**config.mk**
```make
export PLATFORM = sky130hd
export DESIGN_NAME = clcsf_alu
export DESIGN_NICKNAME = d
export VERILOG_FILES = /design/src/design/clcsf_pkg.sv /design/src/design/clcsf_alu.sv
export SDC_FILE = /design/constraint.sdc
export NUM_CORES = 1
export LEC_CHECK = 0
export BUFFER_PORTS_ARGS = -buffer_cell sky130_fd_sc_hd__buf_4
export CAP_MARGIN = 20
export CELL_PAD_IN_SITES_DETAIL_PLACEMENT = 2
export CELL_PAD_IN_SITES_GLOBAL_PLACEMENT = 2
export CORE_ASPECT_RATIO = 1.5
export CORE_MARGIN = 1.5
export CORE_UTILIZATION = 42
export CTS_CLUSTER_DIAMETER = 60
export CTS_CLUSTER_SIZE = 30
export DETAILED_ROUTE_END_ITERATION = 16
export GPL_ROUTABILITY_DRIVEN = 0
export GPL_TIMING_DRIVEN = 0
export PLACE_DENSITY_LB_ADDON = 0.1
export SYNTH_ARGS = -nofsm -noshare
export SYNTH_HDL_FRONTEND = slang
export SYNTH_SLANG_ARGS = --single-unit
```
**constraint.sdc**
```tcl
create_clock -name clk_i -period 21.8 [get_ports clk_i]
set_input_delay 2.18 -clock clk_i [delete_from_list [all_inputs] [get_ports clk_i]]
set_output_delay 2.18 -clock clk_i [all_outputs]
set_load 0.05 [all_outputs]
```
**src/design/clcsf_pkg.sv**
```systemverilog
`timescale 1ns / 1ps
`default_nettype none

package clcsf_pkg;

  // Number of stroke points the block can hold.
  localparam int unsigned MAX_POINTS_DEF = 64;

  // Q24.24 constants.
  localparam logic signed [47:0] ONE  = 48'sd16777216;
  localparam logic signed [47:0] HALF = 48'sd8388608;
  localparam logic signed [47:0] TWO  = 48'sd33554432;
  localparam logic [46:0]        MAG_MAX = 47'h7FFF_FFFF_FFFF;

  localparam logic signed [51:0] SAT_HI = 52'sd140737488355327;
  localparam logic signed [51:0] SAT_LO = -52'sd140737488355328;

  // Input word kinds.
  typedef enum logic [1:0] {
    OP_ADD = 2'd0,
    OP_DEL = 2'd1,
    OP_FIN = 2'd2
  } op_e;

  // Operations of the shared arithmetic unit.
  typedef enum logic [1:0] {
    ALU_MUL  = 2'd0,
    ALU_DIV  = 2'd1,
    ALU_SQRT = 2'd2
  } alu_op_e;

  typedef struct packed {
    logic    start;
    alu_op_e op;
  } alu_req_t;

  // Clamp a widened sum to the 48-bit signed range.
  function automatic logic signed [47:0] sat48(input logic signed [51:0] v);
    logic signed [47:0] r;
    if (v > SAT_HI) begin
      r = SAT_HI[47:0];
    end else if (v < SAT_LO) begin
      r = SAT_LO[47:0];
    end else begin
      r = v[47:0];
    end
    return r;
  endfunction

endpackage

`default_nettype wire

```
**src/design/clcsf_alu.sv**
```systemverilog
`timescale 1ns / 1ps
`default_nettype none

// Iterative fixed-point unit: Q24.24 multiply, Q24.24 divide and integer
// square root, one bit (or one root digit) per cycle.
module clcsf_alu (
  input  wire                    clk_i,
  input  wire                    rst_ni,
  input  clcsf_pkg::alu_req_t    req_i,
  input  wire logic signed [47:0] a_i,
  input  wire logic signed [47:0] b_i,
  input  wire logic [48:0]       sq_i,
  output logic                   done_o,
  output logic signed [47:0]     res_o
);

  localparam logic [6:0] MUL_STEPS  = 7'd48;
  localparam logic [6:0] DIV_STEPS  = 7'd72;
  localparam logic [6:0] SQRT_STEPS = 7'd41;

  logic              busy_q, busy_d;
  logic              done_q, done_d;
  logic [6:0]        cnt_q, cnt_d;
  clcsf_pkg::alu_op_e op_q, op_d;
  logic              neg_q, neg_d;
  logic              zero_q, zero_d;
  logic              ovf_q, ovf_d;
  logic [95:0]       acc_q, acc_d;
  logic [47:0]       ma_q, ma_d;
  logic [47:0]       mb_q, mb_d;
  logic [81:0]       num_q, num_d;
  logic [47:0]       rem_q, rem_d;
  logic [46:0]       quo_q, quo_d;
  logic signed [47:0] res_q, res_d;

  logic [47:0] mag_a, mag_b;
  logic [48:0] dr2;
  logic [44:0] sr2, strial;
  logic [46:0] mres;

  assign mag_a = a_i[47] ? 48'(-a_i) : 48'(a_i);
  assign mag_b = b_i[47] ? 48'(-b_i) : 48'(b_i);

  always_comb begin
    busy_d = busy_q;
    done_d = 1'b0;
    cnt_d  = cnt_q;
    op_d   = op_q;
    neg_d  = neg_q;
    zero_d = zero_q;
    ovf_d  = ovf_q;
    acc_d  = acc_q;
    ma_d   = ma_q;
    mb_d   = mb_q;
    num_d  = num_q;
    rem_d  = rem_q;
    quo_d  = quo_q;
    res_d  = res_q;
    dr2    = {rem_q, num_q[81]};
    sr2    = {rem_q[42:0], num_q[81:80]};
    strial = {2'b00, quo_q[40:0], 2'b01};
    mres   = (|acc_q[95:71]) ? clcsf_pkg::MAG_MAX : acc_q[70:24];

    if (!busy_q) begin
      if (req_i.start) begin
        busy_d = 1'b1;
        op_d   = req_i.op;
        neg_d  = a_i[47] ^ b_i[47];
        zero_d = (mag_b == 48'd0);
        ovf_d  = 1'b0;
        acc_d  = '0;
        rem_d  = '0;
        quo_d  = '0;
        ma_d   = mag_b;
        mb_d   = mag_b;
        num_d  = '0;
        cnt_d  = MUL_STEPS;
        unique case (req_i.op)
          clcsf_pkg::ALU_MUL: begin
            ma_d  = mag_a;
            cnt_d = MUL_STEPS;
          end
          clcsf_pkg::ALU_DIV: begin
            num_d = {mag_a, 24'd0, 10'd0};
            cnt_d = DIV_STEPS;
          end
          clcsf_pkg::ALU_SQRT: begin
            num_d = {1'b0, sq_i, 32'd0};
            cnt_d = SQRT_STEPS;
          end
          default: begin
            busy_d = 1'b0;
          end
        endcase
      end
    end else if (cnt_q != 7'd0) begin
      cnt_d = cnt_q - 7'd1;
      unique case (op_q)
        clcsf_pkg::ALU_MUL: begin
          acc_d = {acc_q[94:0], 1'b0} + (mb_q[47] ? {48'd0, ma_q} : 96'd0);
          mb_d  = {mb_q[46:0], 1'b0};
        end
        clcsf_pkg::ALU_DIV: begin
          ovf_d = ovf_q | quo_q[46];
          if (dr2 >= {1'b0, ma_q}) begin
            dr2   = dr2 - {1'b0, ma_q};
            quo_d = {quo_q[45:0], 1'b1};
          end else begin
            quo_d = {quo_q[45:0], 1'b0};
          end
          rem_d = dr2[47:0];
          num_d = {num_q[80:0], 1'b0};
        end
        clcsf_pkg::ALU_SQRT: begin
          if (sr2 >= strial) begin
            sr2   = sr2 - strial;
            quo_d = {quo_q[45:0], 1'b1};
          end else begin
            quo_d = {quo_q[45:0], 1'b0};
          end
          rem_d = 48'(sr2);
          num_d = {num_q[79:0], 2'b00};
        end
        default: begin
          cnt_d = 7'd0;
        end
      endcase
    end else begin
      busy_d = 1'b0;
      done_d = 1'b1;
      unique case (op_q)
        clcsf_pkg::ALU_MUL: begin
          res_d = neg_q ? -$signed({1'b0, mres}) : $signed({1'b0, mres});
        end
        clcsf_pkg::ALU_DIV: begin
          if (zero_q) begin
            res_d = '0;
          end else if (ovf_q) begin
            res_d = neg_q ? -$signed({1'b0, clcsf_pkg::MAG_MAX})
                          : $signed({1'b0, clcsf_pkg::MAG_MAX});
          end else begin
            res_d = neg_q ? -$signed({1'b0, quo_q}) : $signed({1'b0, quo_q});
          end
        end
        clcsf_pkg::ALU_SQRT: begin
          res_d = $signed({7'd0, quo_q[40:0]});
        end
        default: begin
          res_d = '0;
        end
      endcase
    end
  end

  always_ff @(posedge clk_i or negedge rst_ni) begin
    if (!rst_ni) begin
      busy_q <= 1'b0;
      done_q <= 1'b0;
      cnt_q  <= '0;
      op_q   <= clcsf_pkg::ALU_MUL;
    end else begin
      busy_q <= busy_d;
      done_q <= done_d;
      cnt_q  <= cnt_d;
      op_q   <= op_d;
    end
  end

  always_ff @(posedge clk_i) begin
    neg_q  <= neg_d;
    zero_q <= zero_d;
    ovf_q  <= ovf_d;
    acc_q  <= acc_d;
    ma_q   <= ma_d;
    mb_q   <= mb_d;
    num_q  <= num_d;
    rem_q  <= rem_d;
    quo_q  <= quo_d;
    res_q  <= res_d;
  end

  assign done_o = done_q;
  assign res_o  = res_q;

endmodule

`default_nettype wire

```
==> metrics.cfg <==
[clock_tree]
post_cts_buffers = 0
clock_latency_ps = 630
path_clk_slew_ps = 90
htree_num_levels = 2
cts_tree = yes
clock-sinks = 399
postCtsHoldBufs = 0
cts_repair_resize_count = 0
cts_buffer_depth = 3
cts_root_buf = clkbuf_16
cts_inserted_buffers = 37

[cells_and_area]
final_cell_mix = nor2_1, edfxtp_1, nand2_1
layoutNonFillerInstCount = 4825
drive_above_1_share_pct = 9.66
layout_commonest_cell = nor2_1
fillCellCount = 8180
area_growth_pct = 14.8
finalCoreUtilization_pct = 48.6
finalInstanceArea_um2 = 35800
fin_nets = 4103
ff_latch_area_um2 = 11900
multi_input_area_um2 = 18000

[synth]
synth_fa_ha_area_share_pct = 6.11
netlist_top_cells_area = edfxtp_1, ha_1, nor2_1
syn_area_um2 = 31200
synth_largest_area_cell = edfxtp_1
synth-compound-area-share_pct = 20.6
synth_edf_count = 388
synth_xor_area_share_pct = 7.59
synth_top_family_by_area = compound AO/OA/AOI/OAI gates
yosysUniqueCellTypes = 72
seq_area_frac_synth_pct = 38.3
synth_warnings = 0
async_flop_share_pct = 2.76
yosys.area_share.simple_pct = 19.5
netlist_instances = 3544
syn-num-nets = 3845
synth_top_area_share_pct = 37.4
synthFlopType = edfxtp_1
ys_seq_elements = 399
synthMuxAreaShare_pct = 3.88
avgSynthCellArea_um2 = 8.79

[sta]
finalSetupViolations = 0
worst_pin_slew_ps = 1200
rsz0062_at_grt = no
post-route-period-util_pct = 31.3
drv_slew = 0
whs_ps = 532
period_needed_ps = 6830
final.setup.tns_ps = 0
fin_ws_ps = 14970
hold_violations = 0
relSlewSlack_pct = 20.3
skew_ps = 33.0
fmax_mhz = 146

[floorplanning]
die_w_um = 225
start_util_pct = 42.3
die_area_um2 = 75900
fp.coreArea_um2 = 73600
rows = 122
io_pins = 199
die_y_um = 337

[setup_path]
worst-path-max-fanout = 10
worst_setup_path_start_kind = flop
endpoint_kind = flop
critPathArrivalTime_ps = 7190
path_class = flop to flop
critPathRequiredTime_ps = 22160

[grt]
grt_pass1_vias = 33900
grt_overflow = 0
grtUsageTotal_pct = 38.3
grt_pass1_wl_um = 216000
antenna_found_initial = 2
grt_max_degree = 41

[routing]
vias = 30500
via_per_inst = 6.32
first_iter_violations = 1944
drc = 0
drt-wirelength-per-cell_um = 30.3
routed_wirelength_um = 146000
drtPass1Iterations = 6
drtAntennaViolNets = 0

[placement]
hpwlAfterDp_um = 117000
numPortBuffers = 198
dp_slack_ps = 14960
place_inst = 4754
placed_area_um2 = 34400

[power]
p_int_mw = 3.21
switching_share_pct = 51.3
seq_power_share_pct = 28.0
power_frac_comb_pct = 60.3
finalPower_mw = 6.59
power_density_nw_per_um2 = 184
power_leakage_nw = 13.5
clkPwrFrac_pct = 11.6
ir_worst_vdd_mv = 0.0837
p_sw_mw = 3.38

[status]
outcome = finished clean

[min_path]
hp-class = flop to flop

[flow_run]
maxCapViolations = 0

==> power groups by stage <==
stage               Combinational (mW)  Clock [mW]  Sequential, mW
finish                            3.98       0.766            1.85
global route                      4.25       0.790            1.87
CTS                               3.91       0.773            1.83
detailed placement                3.84           0            1.84
global placement                  3.48           0            2.02
floorplan                         2.50           0            1.81
==> kinds of logic (layout without fill, tap and decap cells) <==
group                    count (synthesis)  in the layout
buffers and inverters                  337            624
AO/OA/AOI/OAI                         1019           1019
other                                    0              2
AND/OR/NAND/NOR                       1253           1253
XOR/XNOR                               270            270
multiplexers                           115            115
adder cells (fa/ha/maj)                151            151
flip-flops                             399            399
==> sequential cells by signal (all words and copies together) (netlist names) <==
name    flops
busy_q      1
ma_q       48
neg_q       1
acc_q      96
quo_q      47
res_o      48
zero_q      1
num_q      50
mb_q       48
ovf_q       1
rem_q      48
done_o      1
op_q        2
cnt_q       7
==> path summary, 6_finish.rpt <==
path                                         start                    to  slack (ps)  cells after the start
hold / removal                cnt_q[1]$_DFFE_PN0P_  cnt_q[1]$_DFFE_PN0P_         530                      2
min in group asynchronous                   rst_ni      done_o$_DFF_PN0_        1410                      1
max in group asynchronous                   rst_ni  cnt_q[1]$_DFFE_PN0P_       20200                      1
hold reg to reg               cnt_q[1]$_DFFE_PN0P_  cnt_q[1]$_DFFE_PN0P_         530                      2
setup / recovery           acc_q[77]$_SDFFCE_PN0P_   res_o[40]$_DFFE_PP_       14970                     20
setup reg to reg           acc_q[77]$_SDFFCE_PN0P_   res_o[40]$_DFFE_PP_       14970                     20
==> routing by layer <==
layer / share of wire (%) / wire length (um) / GRT usage [%] / up-vias
met1: 35 / 51100 / 38.6 / 15300
met5: 0 / 0 / 0 / -
met2: 50 / 73300 / 68.8 / 1097
met3: 4.3 / 6240 / 5.03 / 498
met4: 10 / 15300 / 34.1 / 0
li1: - / - / - / 13600
==> worst max-delay path, cell delays in order, from the launching register on <==
cell and delay [ps]:
edfxtp_1 380, clkbuf_1 230, nor4_1 300, and4_1 260
nand4_1 280, clkbuf_1 350, clkbuf_1 300, buf_1 360
nor2_1 280, ha_1 240, nor3b_1 600, nand2_1 130
or4_1 540, nor2_1 320, nand2_1 170, nor3_1 340
nand2_1 230, o41ai_1 360, xor2_1 290, mux2i_1 150
o2bb2ai_1 440
==> final cells by class <==
type | instances | area share, %
clock buffers | 40 | 2.74
well taps | 992 | 3.47
clock inverters | 28 | 1.13
diodes | 2 | 0.0140
multi-input cells | 2808 | 50.3
plain buffers | 199 | 2.09
flip-flops and latches | 399 | 33.4
inverters | 138 | 1.45
repair buffers | 219 | 5.40
==> cell usage after synthesis, types with 71 or more instances <==
master and instances:
a21oi_1 266, xor2_1 112, inv_1 138, nor2_1 398
edfxtp_1 388, and2_1 71, nor3_1 82, nand2_1 314
a21o_1 92, clkbuf_1 188, ha_1 149, o21ai_0 289
xnor2_1 158
(Power assumes the default switching activity.)
